### src/hdl/domain_name_validator_top_assert.svh
// Assertion macros shared by the validator modules.
`ifndef DOMAIN_NAME_VALIDATOR_TOP_ASSERT_SVH
`define DOMAIN_NAME_VALIDATOR_TOP_ASSERT_SVH
`ifndef ASSERT_OFF
// Same-cycle implication, sampled on clk_i, off during reset.
`define DNV_ASSERT_SAME(lbl, ante, cons, msg) \
  lbl: assert property (@(posedge clk_i) disable iff (!rst_ni) (ante) |-> (cons)) \
    else $error(msg);
// Next-cycle implication, sampled on clk_i, off during reset.
`define DNV_ASSERT_NEXT(lbl, ante, cons, msg) \
  lbl: assert property (@(posedge clk_i) disable iff (!rst_ni) (ante) |=> (cons)) \
    else $error(msg);
`else
`define DNV_ASSERT_SAME(lbl, ante, cons, msg)
`define DNV_ASSERT_NEXT(lbl, ante, cons, msg)
`endif
`endif

### src/hdl/dnv_pkg.sv
package dnv_pkg;

  typedef enum logic [2:0] {
    ST_OK          = 3'd0,
    ST_EMPTY       = 3'd1,
    ST_TOO_LONG    = 3'd2,
    ST_LABEL_SHORT = 3'd3,
    ST_LABEL_LONG  = 3'd4,
    ST_HYPHEN_EDGE = 3'd5,
    ST_BAD_CHAR    = 3'd6,
    ST_NUMERIC_TOP = 3'd7
  } status_e;

  typedef enum logic [1:0] {
    LERR_NONE   = 2'd0,
    LERR_SHORT  = 2'd1,
    LERR_LONG   = 2'd2,
    LERR_HYPHEN = 2'd3
  } label_err_e;

  typedef enum logic [1:0] {
    REG_MAX_NAME   = 2'd0,
    REG_MIN_LABEL  = 2'd1,
    REG_MAX_LABEL  = 2'd2,
    REG_STRICT_TOP = 2'd3
  } reg_idx_e;

  typedef struct packed {
    logic [7:0] max_name_length;
    logic [5:0] min_label_length;
    logic [5:0] max_label_length;
    logic       strict_top_label;
  } cfg_t;

  localparam logic [7:0] CH_HYPHEN = 8'h2D;
  localparam logic [7:0] CH_DOT    = 8'h2E;
  localparam logic [7:0] CH_ZERO   = 8'h30;
  localparam logic [7:0] CH_NINE   = 8'h39;
  localparam logic [7:0] CH_LOW_A  = 8'h61;
  localparam logic [7:0] CH_LOW_Z  = 8'h7A;

  localparam logic [7:0] LABEL_CNT_SAT = 8'hFF;

  localparam logic [7:0]  RST_MAX_NAME   = 8'd253;
  localparam logic [5:0]  RST_MIN_LABEL  = 6'd1;
  localparam logic [5:0]  RST_MAX_LABEL  = 6'd63;
  localparam logic        RST_STRICT_TOP = 1'b1;

  function automatic logic is_numeral(input logic [7:0] c);
    return (c >= CH_ZERO) && (c <= CH_NINE);
  endfunction

  function automatic logic is_allowed(input logic [7:0] c);
    return ((c >= CH_LOW_A) && (c <= CH_LOW_Z)) || is_numeral(c) ||
           (c == CH_HYPHEN) || (c == CH_DOT);
  endfunction

  // Check a label that has just closed.
  function automatic label_err_e label_err(input logic [7:0] cnt,
                                           input logic       starts_hy,
                                           input logic       prev_hy,
                                           input logic [5:0] min_len,
                                           input logic [5:0] max_len);
    label_err_e e;
    e = LERR_NONE;
    if (cnt < {2'b00, min_len}) begin
      e = LERR_SHORT;
    end else if (cnt > {2'b00, max_len}) begin
      e = LERR_LONG;
    end else if ((cnt != 8'd0) && (starts_hy || prev_hy)) begin
      e = LERR_HYPHEN;
    end
    return e;
  endfunction

endpackage

### src/hdl/dnv_cfg.sv
module dnv_cfg (
  input  logic               clk_i,
  input  logic               rst_ni,
  input  logic               psel,
  input  logic               penable,
  input  logic               pwrite,
  input  logic [3:0]         paddr,
  input  logic [31:0]        pwdata,
  output logic [31:0]        prdata,
  output logic               pready,
  output dnv_pkg::cfg_t      cfg_o
);

  dnv_pkg::cfg_t     cfg_q;
  dnv_pkg::reg_idx_e idx;
  logic              wr_en;

  assign pready = 1'b1;
  assign idx    = dnv_pkg::reg_idx_e'(paddr[3:2]);
  assign wr_en  = psel && penable && pwrite && pready;

  always_ff @(posedge clk_i or negedge rst_ni) begin
    if (!rst_ni) begin
      cfg_q.max_name_length  <= dnv_pkg::RST_MAX_NAME;
      cfg_q.min_label_length <= dnv_pkg::RST_MIN_LABEL;
      cfg_q.max_label_length <= dnv_pkg::RST_MAX_LABEL;
      cfg_q.strict_top_label <= dnv_pkg::RST_STRICT_TOP;
    end else if (wr_en) begin
      case (idx)
        dnv_pkg::REG_MAX_NAME:   cfg_q.max_name_length  <= pwdata[7:0];
        dnv_pkg::REG_MIN_LABEL:  cfg_q.min_label_length <= pwdata[5:0];
        dnv_pkg::REG_MAX_LABEL:  cfg_q.max_label_length <= pwdata[5:0];
        dnv_pkg::REG_STRICT_TOP: cfg_q.strict_top_label <= pwdata[0];
        default: ;
      endcase
    end
  end

  always_comb begin
    case (idx)
      dnv_pkg::REG_MAX_NAME:   prdata = {24'd0, cfg_q.max_name_length};
      dnv_pkg::REG_MIN_LABEL:  prdata = {26'd0, cfg_q.min_label_length};
      dnv_pkg::REG_MAX_LABEL:  prdata = {26'd0, cfg_q.max_label_length};
      dnv_pkg::REG_STRICT_TOP: prdata = {31'd0, cfg_q.strict_top_label};
      default:                 prdata = 32'd0;
    endcase
  end

  assign cfg_o = cfg_q;

endmodule

### src/hdl/dnv_scan.sv
`include "domain_name_validator_top_assert.svh"

module dnv_scan #(
  parameter int MAX_NAME_BYTES = 255
) (
  input  logic               clk_i,
  input  logic               rst_ni,
  input  logic               step_i,
  input  logic [7:0]         char_byte_i,
  input  logic               has_char_i,
  input  logic               last_item_i,
  input  dnv_pkg::cfg_t      cfg_i,
  output dnv_pkg::status_e   code_o
);

  localparam int TW = $clog2(MAX_NAME_BYTES + 2);
  localparam int CW = (TW > 8) ? TW : 8;
  localparam logic [TW-1:0] TOT_SAT = TW'(MAX_NAME_BYTES + 1);
  localparam logic [CW-1:0] MAX_BYTES_C = CW'(MAX_NAME_BYTES);

  logic [TW-1:0]        tot_q, tot_d, tot_a;
  logic [7:0]           lc_q, lc_d, lc_a;
  logic                 bad_q, bad_d, bad_a;
  dnv_pkg::label_err_e  ferr_q, ferr_d, ferr_a, ferr_b, e_dot, e_end;
  logic                 sh_q, sh_d, sh_a;
  logic                 ph_q, ph_d, ph_a;
  logic                 dig_q, dig_d, dig_a;
  logic [CW-1:0]        tot_w;

  always_comb begin
    tot_a  = tot_q;
    lc_a   = lc_q;
    bad_a  = bad_q;
    ferr_a = ferr_q;
    sh_a   = sh_q;
    ph_a   = ph_q;
    dig_a  = dig_q;
    e_dot  = dnv_pkg::label_err(lc_q, sh_q, ph_q, cfg_i.min_label_length,
                                cfg_i.max_label_length);

    if (has_char_i) begin
      if (tot_q != TOT_SAT) begin
        tot_a = tot_q + TW'(1);
      end
      if (!dnv_pkg::is_allowed(char_byte_i)) begin
        bad_a = 1'b1;
      end
      if (char_byte_i == dnv_pkg::CH_DOT) begin
        if (ferr_q == dnv_pkg::LERR_NONE) begin
          ferr_a = e_dot;
        end
        lc_a  = 8'd0;
        sh_a  = 1'b0;
        ph_a  = 1'b0;
        dig_a = 1'b1;
      end else begin
        if (lc_q == 8'd0) begin
          sh_a = (char_byte_i == dnv_pkg::CH_HYPHEN);
        end
        if (lc_q != dnv_pkg::LABEL_CNT_SAT) begin
          lc_a = lc_q + 8'd1;
        end
        ph_a = (char_byte_i == dnv_pkg::CH_HYPHEN);
        if (!dnv_pkg::is_numeral(char_byte_i)) begin
          dig_a = 1'b0;
        end
      end
    end

    // close the top label at end of name
    e_end  = dnv_pkg::label_err(lc_a, sh_a, ph_a, cfg_i.min_label_length,
                                cfg_i.max_label_length);
    ferr_b = (ferr_a == dnv_pkg::LERR_NONE) ? e_end : ferr_a;
    tot_w  = CW'(tot_a);

    if (tot_a == '0) begin
      code_o = dnv_pkg::ST_EMPTY;
    end else if ((tot_w > CW'(cfg_i.max_name_length)) || (tot_w > MAX_BYTES_C)) begin
      code_o = dnv_pkg::ST_TOO_LONG;
    end else if (bad_a) begin
      code_o = dnv_pkg::ST_BAD_CHAR;
    end else begin
      case (ferr_b)
        dnv_pkg::LERR_SHORT:  code_o = dnv_pkg::ST_LABEL_SHORT;
        dnv_pkg::LERR_LONG:   code_o = dnv_pkg::ST_LABEL_LONG;
        dnv_pkg::LERR_HYPHEN: code_o = dnv_pkg::ST_HYPHEN_EDGE;
        default: begin
          code_o = (cfg_i.strict_top_label && dig_a) ? dnv_pkg::ST_NUMERIC_TOP
                                                     : dnv_pkg::ST_OK;
        end
      endcase
    end

    if (last_item_i) begin
      tot_d  = '0;
      lc_d   = 8'd0;
      bad_d  = 1'b0;
      ferr_d = dnv_pkg::LERR_NONE;
      sh_d   = 1'b0;
      ph_d   = 1'b0;
      dig_d  = 1'b1;
    end else begin
      tot_d  = tot_a;
      lc_d   = lc_a;
      bad_d  = bad_a;
      ferr_d = ferr_a;
      sh_d   = sh_a;
      ph_d   = ph_a;
      dig_d  = dig_a;
    end
  end

  always_ff @(posedge clk_i or negedge rst_ni) begin
    if (!rst_ni) begin
      tot_q  <= '0;
      lc_q   <= 8'd0;
      bad_q  <= 1'b0;
      ferr_q <= dnv_pkg::LERR_NONE;
      sh_q   <= 1'b0;
      ph_q   <= 1'b0;
      dig_q  <= 1'b1;
    end else if (step_i) begin
      tot_q  <= tot_d;
      lc_q   <= lc_d;
      bad_q  <= bad_d;
      ferr_q <= ferr_d;
      sh_q   <= sh_d;
      ph_q   <= ph_d;
      dig_q  <= dig_d;
    end
  end

  `DNV_ASSERT_SAME(a_tot_bound, 1'b1, tot_q <= TOT_SAT, "total count past saturation")
  `DNV_ASSERT_NEXT(a_name_cleared, step_i && last_item_i,
                   (tot_q == '0) && (lc_q == 8'd0) && (ferr_q == dnv_pkg::LERR_NONE),
                   "name state not cleared after last word")

endmodule

### src/hdl/domain_name_validator_top.sv
// Host name validator.
// Input channel: one name byte per word (char_byte_i, has_char_i, last_item_i)
// with in_valid_i / in_stall_o. A word with has_char_i low adds nothing; with
// last_item_i high it ends the name, an empty one if no byte came before.
// Output channel: one status_code_o word per name, sent with out_valid_o /
// out_stall_i when the word flagged last_item_i has been processed.
// Path: an accepted word goes into the input register, then the scan logic
// writes the result register from it.
// Throughput: one word per cycle while the receiver does not stall; the
// per-byte update is a single pass of counters and flags.
// Limits and strict mode are set over the APB port (4 registers at 0x0, 0x4,
// 0x8, 0xC); write them only while no name is in flight.
// Reset clears the name state and loads the default limits.
// While the receiver stalls, the result is held; at most one more input word
// is taken into the input register, then in_stall_o rises until the result leaves.
`include "domain_name_validator_top_assert.svh"

module domain_name_validator_top #(
  parameter int MAX_NAME_BYTES = 255
) (
  input  logic        clk_i,
  input  logic        rst_ni,
  input  logic        psel,
  input  logic        penable,
  input  logic        pwrite,
  input  logic [3:0]  paddr,
  input  logic [31:0] pwdata,
  output logic [31:0] prdata,
  output logic        pready,
  input  logic        in_valid_i,
  output logic        in_stall_o,
  input  logic [7:0]  char_byte_i,
  input  logic        has_char_i,
  input  logic        last_item_i,
  output logic        out_valid_o,
  input  logic        out_stall_i,
  output logic [2:0]  status_code_o
);

  dnv_pkg::cfg_t    cfg;
  dnv_pkg::status_e code;

  logic             in_valid_q, in_valid_d;
  logic [7:0]       char_q;
  logic             has_q, last_q;
  logic             out_valid_q, out_valid_d;
  dnv_pkg::status_e code_q;
  logic             in_acc, advance, step;

  assign advance    = !(out_valid_q && out_stall_i);
  assign step       = in_valid_q && advance;
  assign in_stall_o = in_valid_q && !advance;
  assign in_acc     = in_valid_i && !in_stall_o;

  always_comb begin
    in_valid_d = in_valid_q;
    if (in_acc) begin
      in_valid_d = 1'b1;
    end else if (step) begin
      in_valid_d = 1'b0;
    end

    out_valid_d = out_valid_q;
    if (step && last_q) begin
      out_valid_d = 1'b1;
    end else if (out_valid_q && !out_stall_i) begin
      out_valid_d = 1'b0;
    end
  end

  always_ff @(posedge clk_i or negedge rst_ni) begin
    if (!rst_ni) begin
      in_valid_q  <= 1'b0;
      out_valid_q <= 1'b0;
    end else begin
      in_valid_q  <= in_valid_d;
      out_valid_q <= out_valid_d;
    end
  end

  always_ff @(posedge clk_i) begin
    if (in_acc) begin
      char_q <= char_byte_i;
      has_q  <= has_char_i;
      last_q <= last_item_i;
    end
    if (step && last_q) begin
      code_q <= code;
    end
  end

  dnv_cfg u_cfg (
    .clk_i   (clk_i),
    .rst_ni  (rst_ni),
    .psel    (psel),
    .penable (penable),
    .pwrite  (pwrite),
    .paddr   (paddr),
    .pwdata  (pwdata),
    .prdata  (prdata),
    .pready  (pready),
    .cfg_o   (cfg)
  );

  dnv_scan #(
    .MAX_NAME_BYTES (MAX_NAME_BYTES)
  ) u_scan (
    .clk_i       (clk_i),
    .rst_ni      (rst_ni),
    .step_i      (step),
    .char_byte_i (char_q),
    .has_char_i  (has_q),
    .last_item_i (last_q),
    .cfg_i       (cfg),
    .code_o      (code)
  );

  assign out_valid_o   = out_valid_q;
  assign status_code_o = code_q;

  `DNV_ASSERT_SAME(a_no_overrun, in_valid_q && !advance, !in_acc,
                   "input word taken over a pending word")
  `DNV_ASSERT_SAME(a_result_source, $rose(out_valid_q), $past(in_valid_q && last_q),
                   "result without a processed last word")

endmodule

### config.mk
export PLATFORM = sky130hd
export DESIGN_NAME = domain_name_validator_top
export DESIGN_NICKNAME = d
export VERILOG_FILES = /design/src/hdl/dnv_pkg.sv /design/src/hdl/dnv_cfg.sv /design/src/hdl/dnv_scan.sv /design/src/hdl/domain_name_validator_top.sv
export VERILOG_INCLUDE_DIRS = /design/src /design/src/hdl
export SDC_FILE = /design/constraint.sdc
export NUM_CORES = 1
export LEC_CHECK = 0
export BUFFER_PORTS_ARGS = -buffer_cell sky130_fd_sc_hd__buf_2
export CAP_MARGIN = 20
export CORE_ASPECT_RATIO = 0.75
export CORE_MARGIN = 4
export CORE_UTILIZATION = 45
export CTS_BUF_LIST = sky130_fd_sc_hd__clkbuf_4
export CTS_CLUSTER_DIAMETER = 120
export DETAILED_ROUTE_END_ITERATION = 16
export GPL_TIMING_DRIVEN = 0
export PLACE_DENSITY = 0.71
export REMOVE_ABC_BUFFERS = 1
export SLEW_MARGIN = 20
export SYNTH_ARGS = -nofsm -noshare
export SYNTH_HDL_FRONTEND = slang
export SYNTH_HIERARCHICAL = 1
export SYNTH_SLANG_ARGS = --single-unit
### constraint.sdc
create_clock -name clk_i -period 6 [get_ports clk_i]
set_input_delay 0.3 -clock clk_i [delete_from_list [all_inputs] [get_ports clk_i]]
set_output_delay 0.3 -clock clk_i [all_outputs]
set_load 0.005 [all_outputs]
; Word-level counts from Yosys, hierarchy flattened
; Index checks and enable logic that the tools add are counted.
[totals]
out_inout_bits = 38
reg_bits = 59
[classes]
addsub = 2
magnitude_cmp = 10
reduce_logical = 36
eq_ne = 10
mux = 41
[ops]
columns = op, count
row1 = one-hot mux 32 bit (4 select lines), 1
row2 = 2-to-1 mux 8 bit, 4
row3 = 2-to-1 mux 9 bit, 3
row4 = 2-to-1 mux 2 bit, 12
row5 = 2-to-1 mux 1 bit, 18
row6 = == test 8 x 6 -> 1 bit (second input constant), 2
row7 = > comparator 8 x 6 -> 1 bit, 2
row8 = less-than comparator 8 x 6 -> 1 bit, 2
row9 = nonzero test 8 bit, 2
row10 = logical AND 1 bit, 13
row11 = adder 9 x 1 -> 9 bit (second input constant), 1
row12 = > comparator 9 x 8 -> 1 bit, 1
row13 = > comparator 9 x 8 -> 1 bit (second input constant), 1
row14 = logical NOT 9 bit, 1
row15 = != test 9 bit (second input constant), 1
row16 = one-hot mux 3 bit (3 select lines), 1
row17 = adder 8 x 1 -> 8 bit (second input constant), 1
row18 = == test 2 bit (second input constant), 4
row19 = >= comparator 8 x 6 -> 1 bit (second input constant), 1
row20 = >= comparator 8 x 7 -> 1 bit (second input constant), 1
row21 = <= comparator 8 x 6 -> 1 bit (second input constant), 1
row22 = <= comparator 8 x 7 -> 1 bit (second input constant), 1
row23 = logical NOT 8 bit, 1
row24 = != test 8 bit (second input constant), 1
row25 = 8 further kinds, 23

; Logic depth before layout (Yosys ltp)
[depth]
depth_word = 14
depth_mapped = 15

; Cells and area by module
; Netlist, hierarchy kept.
[modules_own_cells]
columns = mod, cells_each, n_inst, area_each_um2
row1 = dnv_scan, 327, 1, 2591.2
row2 = dnv_cfg, 98, 1, 1221.2
row3 = domain_name_validator_top, 24, 1, 489.2

; Worst setup path before layout
; No wires, ideal clock.
[synth_path]
path_kind = register to register
start = register u_scan.lc_q[1]
end = register code_q[2] (netlist: status_code_o[2]) (data pin)
t_arrival_ps = 2881
n_path_buf = 0
path_slack_ps = 2859
setup_ps = 260
stages_incl_launch_ff = 15
period_less_slack_ps = 3141
required_ps = 5740
path_cell_list = dfrtp_1 > ha_1 > nand4_4 > o21ai_2 > nor2_1 > a22oi_1 > inv_1 > ha_1 > nor2b_1 > o21a_1 > a2111oi_0 > o22ai_1 > nor2_1 > o311a_1 > a211oi_2
[synth_between]
elab_chain_cells = 13
[synth_lines]
columns = item, line
row1 = start: declaration, dnv_scan.sv:22  ; logic [7:0] lc_q, lc_d, lc_a;
row2 = start signal: assignment, dnv_scan.sv:124  ; lc_q <= lc_d;
row3 = branches (longest 9 deep; another with adder 8 x 1 -> 8 bit), --
row4 = 2-to-1 mux 2 bit *, dnv_scan.sv:73  ; ferr_b = (ferr_a == dnv_pkg::LERR_NONE) ? e_end : ferr_a;
row5 = == test 2 bit or == test 2 x 1 -> 1 bit (tied branches), dnv_scan.sv:83  ; case (ferr_b)
row6 = one-hot mux 3 bit (3 select lines) *, dnv_scan.sv:83
row7 = 2-to-1 mux 3 bit *, dnv_scan.sv:80  ; end else if (bad_a) begin
row8 = end signal: assignment, domain_name_validator_top.sv:88  ; code_q <= code;
row9 = end: declaration, domain_name_validator_top.sv:47  ; dnv_pkg::status_e code_q;
; Mark *: on every way between the ends.
; A chain may end at the register's enable or synchronous reset.

; Worst setup path in the final report
; Ends and elaborated chain as after synthesis.

==> reports/summary.txt <==
Clock Latency Late Sink = 430 ps
Total number of vias = 3,481
Core Box Area = 9200 sq um
Min-Delay Path Class = in2reg
Worst setup path start = u_scan/lc_q[1]
Reg2Reg Depth = 13
Most area-consuming cells after synthesis = dfrtp_1 17%, ha_1 9.9%, dfstp_2 9.8%
H-Tree Depth = 3
Worst setup SP type = register
Overall Global Routing Usage = 18.5%
Global-route wire length before repair = 16.4 mm
Max IR drop VDD = 0.000168 V
Clk buf depth = 2
Worst reg-to-reg setup slack = 1760 ps
Die area = 11,200 sq um
Crit end category = register
Synth Area in Adders = 9.89%
Yosys warns = 6
Area share of and/or/nand/nor cells after synthesis = 17.5%
Post-synthesis mux area share = 8.46%
Vias in the first global route = 3,241
Post-synth cell types = 68
Post-Synthesis Cells = 449
Synth top area share = 17.5%
Final ANT Viol Nets = 0
Ys flop type = dfrtp_1
CTS tree = built
WS Path Type = reg2reg
Final Max Slew Viols = 0
Switching share of power = 32.1%
Postcts setup bufs = 0
Outcome = complete, no violations
Highest clock rate = 236 MHz
Pre-antenna DRT Iters = 5
WL/cell = 16.1 microns
Max Cap Viol = 0
Compound-Gate Fraction of Synth Area = 15.6%
Post-synth ARST share = 78.0%
Area Overhead vs Synth = 9.74%
Port buffer count = 39
Fin crit period = 4240 ps
Worst hold slack = 49.9 ps
Fin crit share = 70.7%
Placement Setup Slack = 1870 ps
Antenna violations before repair = 0
Post-Syn Area = 4300 sq um
Skew final = 17.3 ps
#FFs+latches synth = 59
Clk slew on worst S/H paths = 120 ps
Final setup violation count = 0
Comb pwr share = 27.2%
CTS root buf = clkbuf_4
CTS Buf Count = 9
Critical path capture point = status_code_o[2]
Seq pwr share = 42.4%
Chip width = 121 microns
Relative slew margins = 35.4%
Pwr Total = 1.26 mW
Hpwl dp = 7.51 mm
Crit-path max FO = 7
FF-to-FF End = status_code_o[2]
Final Net Count = 576
Pleak = 2.18 nW
Syn_area_per_cell = 9.58 sq um
Main combinational cell family by area after synthesis = simple AND/OR/NAND/NOR gates
Largest net degree at the start of global routing = 47
WP data arrival = 4430 ps
Hold-fix buffers, CTS = 0
Placement row count = 30
Min setup slack post-route = 1760 ps
Setup tns final = 0 ps
Vias per cell = 5.60
TritonCTS Sinks = 59
Post-synth EDFFs = 13
Psw = 0.404 mW
Final Hold Viols = 0
ANT cells = 0
Req. time, crit path = 6190 ps
Initial core utilization = 46.8%
RSZ-0062 raised after global routing = no
Post-Synth XOR/XNOR Area = 1.43%
Detailed-route wire length = 10.0 mm
Post_cts resized = 0
Power Dens Cells = 266 nW/um^2
I/O pins = 91
Gr ovfl total = 0
# fillers = 838
Worst-Margin Slew = 969 ps
RR Startpoint = u_scan/lc_q[1]
Drt first-iter violations = 270
Clock share of power = 30.4%
Pint = 0.854 mW
Fraction of layout cells with a size suffix above 1 = 22.9%
Die H = 92.7 microns
DRC = 0
Yosys top cell by area = dfrtp_1
Sequential element share of the synthesized area = 36.3%
Final GP Congestion = 0.942
==> critical path, stage by stage, from the launching register on <==
cell,delay (ps)
dfrtp_1,520
ha_1,350
nand4_4,180
o21ai_2,270
o21ai_0,130
a21oi_1,490
ha_1,330
and3_1,160
o21a_1,100
a2111oi_0,780
o22ai_1,240
nor2_1,200
o311a_1,190
a211oi_2,70
==> power by group through the flow <==
stage	Sequential [mW]	Clock [mW]	Combinational, mW
final	0.533	0.382	0.342
after global routing	0.543	0.412	0.378
after detailed placement	0.541	0	0.334
after global placement	0.538	0	0.316
after CTS	0.533	0.391	0.337
after floorplan	0.521	0	0.238
==> metrics by stage <==
| step | utilization, % | instances | cell area (sq um) |
|---|---|---|---|
| 2_1_floorplan | - | 433 | 4110 |
| 3_3_place_gp | 48.6 | 600 | 4470 |
| 3_5_place_dp | 48.6 | 600 | 4470 |
| 4_1_cts | 50.7 | 616 | 4660 |
| 5_1_grt | 51.3 | 622 | 4720 |
| 6_report | 51.3 | 622 | 4720 |
==> Yosys cell counts, types with 6 or more instances <==
| master | number |
|---|---|
| nor2b_1 | 6 |
| xnor2_1 | 6 |
| mux2i_1 | 6 |
| dfrtp_1 | 30 |
| clkbuf_1 | 7 |
| mux2_2 | 17 |
| edfxtp_1 | 13 |
| o22ai_1 | 15 |
| a21oi_1 | 14 |
| ha_1 | 34 |
| nand3_1 | 10 |
| nand4_1 | 8 |
| mux2_4 | 6 |
| buf_4 | 26 |
| nor3_1 | 9 |
| a31oi_1 | 6 |
| o21ai_0 | 26 |
| nor2_1 | 24 |
| and3_1 | 7 |
| nand2_1 | 28 |
| inv_1 | 49 |
| dfstp_2 | 16 |
==> logic make-up after synthesis <==
group | after synthesis
muxes | 30
adders and majority gates | 34
AOI/OAI and AO/OA | 99
DFF | 59
other | 2
buffers and inverters | 88
and+or+nand+nor | 130
xor gates and xnor gates | 7
==> cell usage in the layout (no fill, tap or decap), types with 6 or more instances in the layout <==
master         Yosys  layout
mux2i_1            6       6
buf_2              2      38
nor2b_1            6       6
dlygate4sd3_1      0       6
a21oi_1           14      14
xnor2_1            6       6
and3_1             7       7
conb_1             2      25
a31oi_1            6       6
o21ai_0           26      26
nor3_1             9       9
nor2_1            24      24
ha_1              34      34
clkbuf_4           0       9
edfxtp_1          13      13
nand3_1           10      10
mux2_2            17      17
nand4_1            8       8
dfrtp_1           30      30
o22ai_1           15      15
mux2_4             6       6
dfstp_2           16      16
inv_1             49      49
nand2_1           28      28
==> sequential cells by signal, summed over array words and instances (netlist names) <==
register	cells
in_valid_q	1
u_scan/dig_q	1
out_valid_o	1
status_code_o	3
last_q	1
has_q	1
u_scan/lc_q	8
char_q	8
u_scan/ferr_q	2
u_scan/tot_q	9
u_cfg/cfg_o	21
u_scan/bad_q	1
u_scan/ph_q	1
u_scan/sh_q	1
==> cell type report <==
| type | count | area, sq um | area share, % |
|---|---|---|---|
| multi-input cells | 325 | 2370 | 50.1 |
| flip-flops and latches | 59 | 1560 | 33.1 |
| repair buffers | 45 | 258 | 5.46 |
| inverters | 49 | 184 | 3.90 |
| well taps | 128 | 160 | 3.39 |
| clock inverters | 7 | 124 | 2.62 |
| clock buffers | 9 | 67.6 | 1.43 |
==> worst min-delay path by stage <==
stage | start | end | slack [ps] | cells past startpoint
floorplan | rst_ni | in_valid_q | 4 | 0
global placement | u_scan/dig_q | u_scan/dig_q | 450 | 2
detailed placement | u_scan/dig_q | u_scan/dig_q | 460 | 2
CTS | char_byte_i[2] | char_q[2] | 10 | 1
global route | char_byte_i[4] | char_q[4] | 8 | 1
finish | has_char_i | has_q | 50 | 1
==> layer usage <==
layer / wire, microns / track usage (%) / vias up
met3: 585 / 5.07 / 12
li1: - / - / 1650
met2: 4590 / 27.5 / 118
met4: 115 / 5.09 / 0
met5: 0 / 0 / -
met1: 4720 / 26.3 / 1701
No activity file was read; power rests on OpenSTA's default activity.
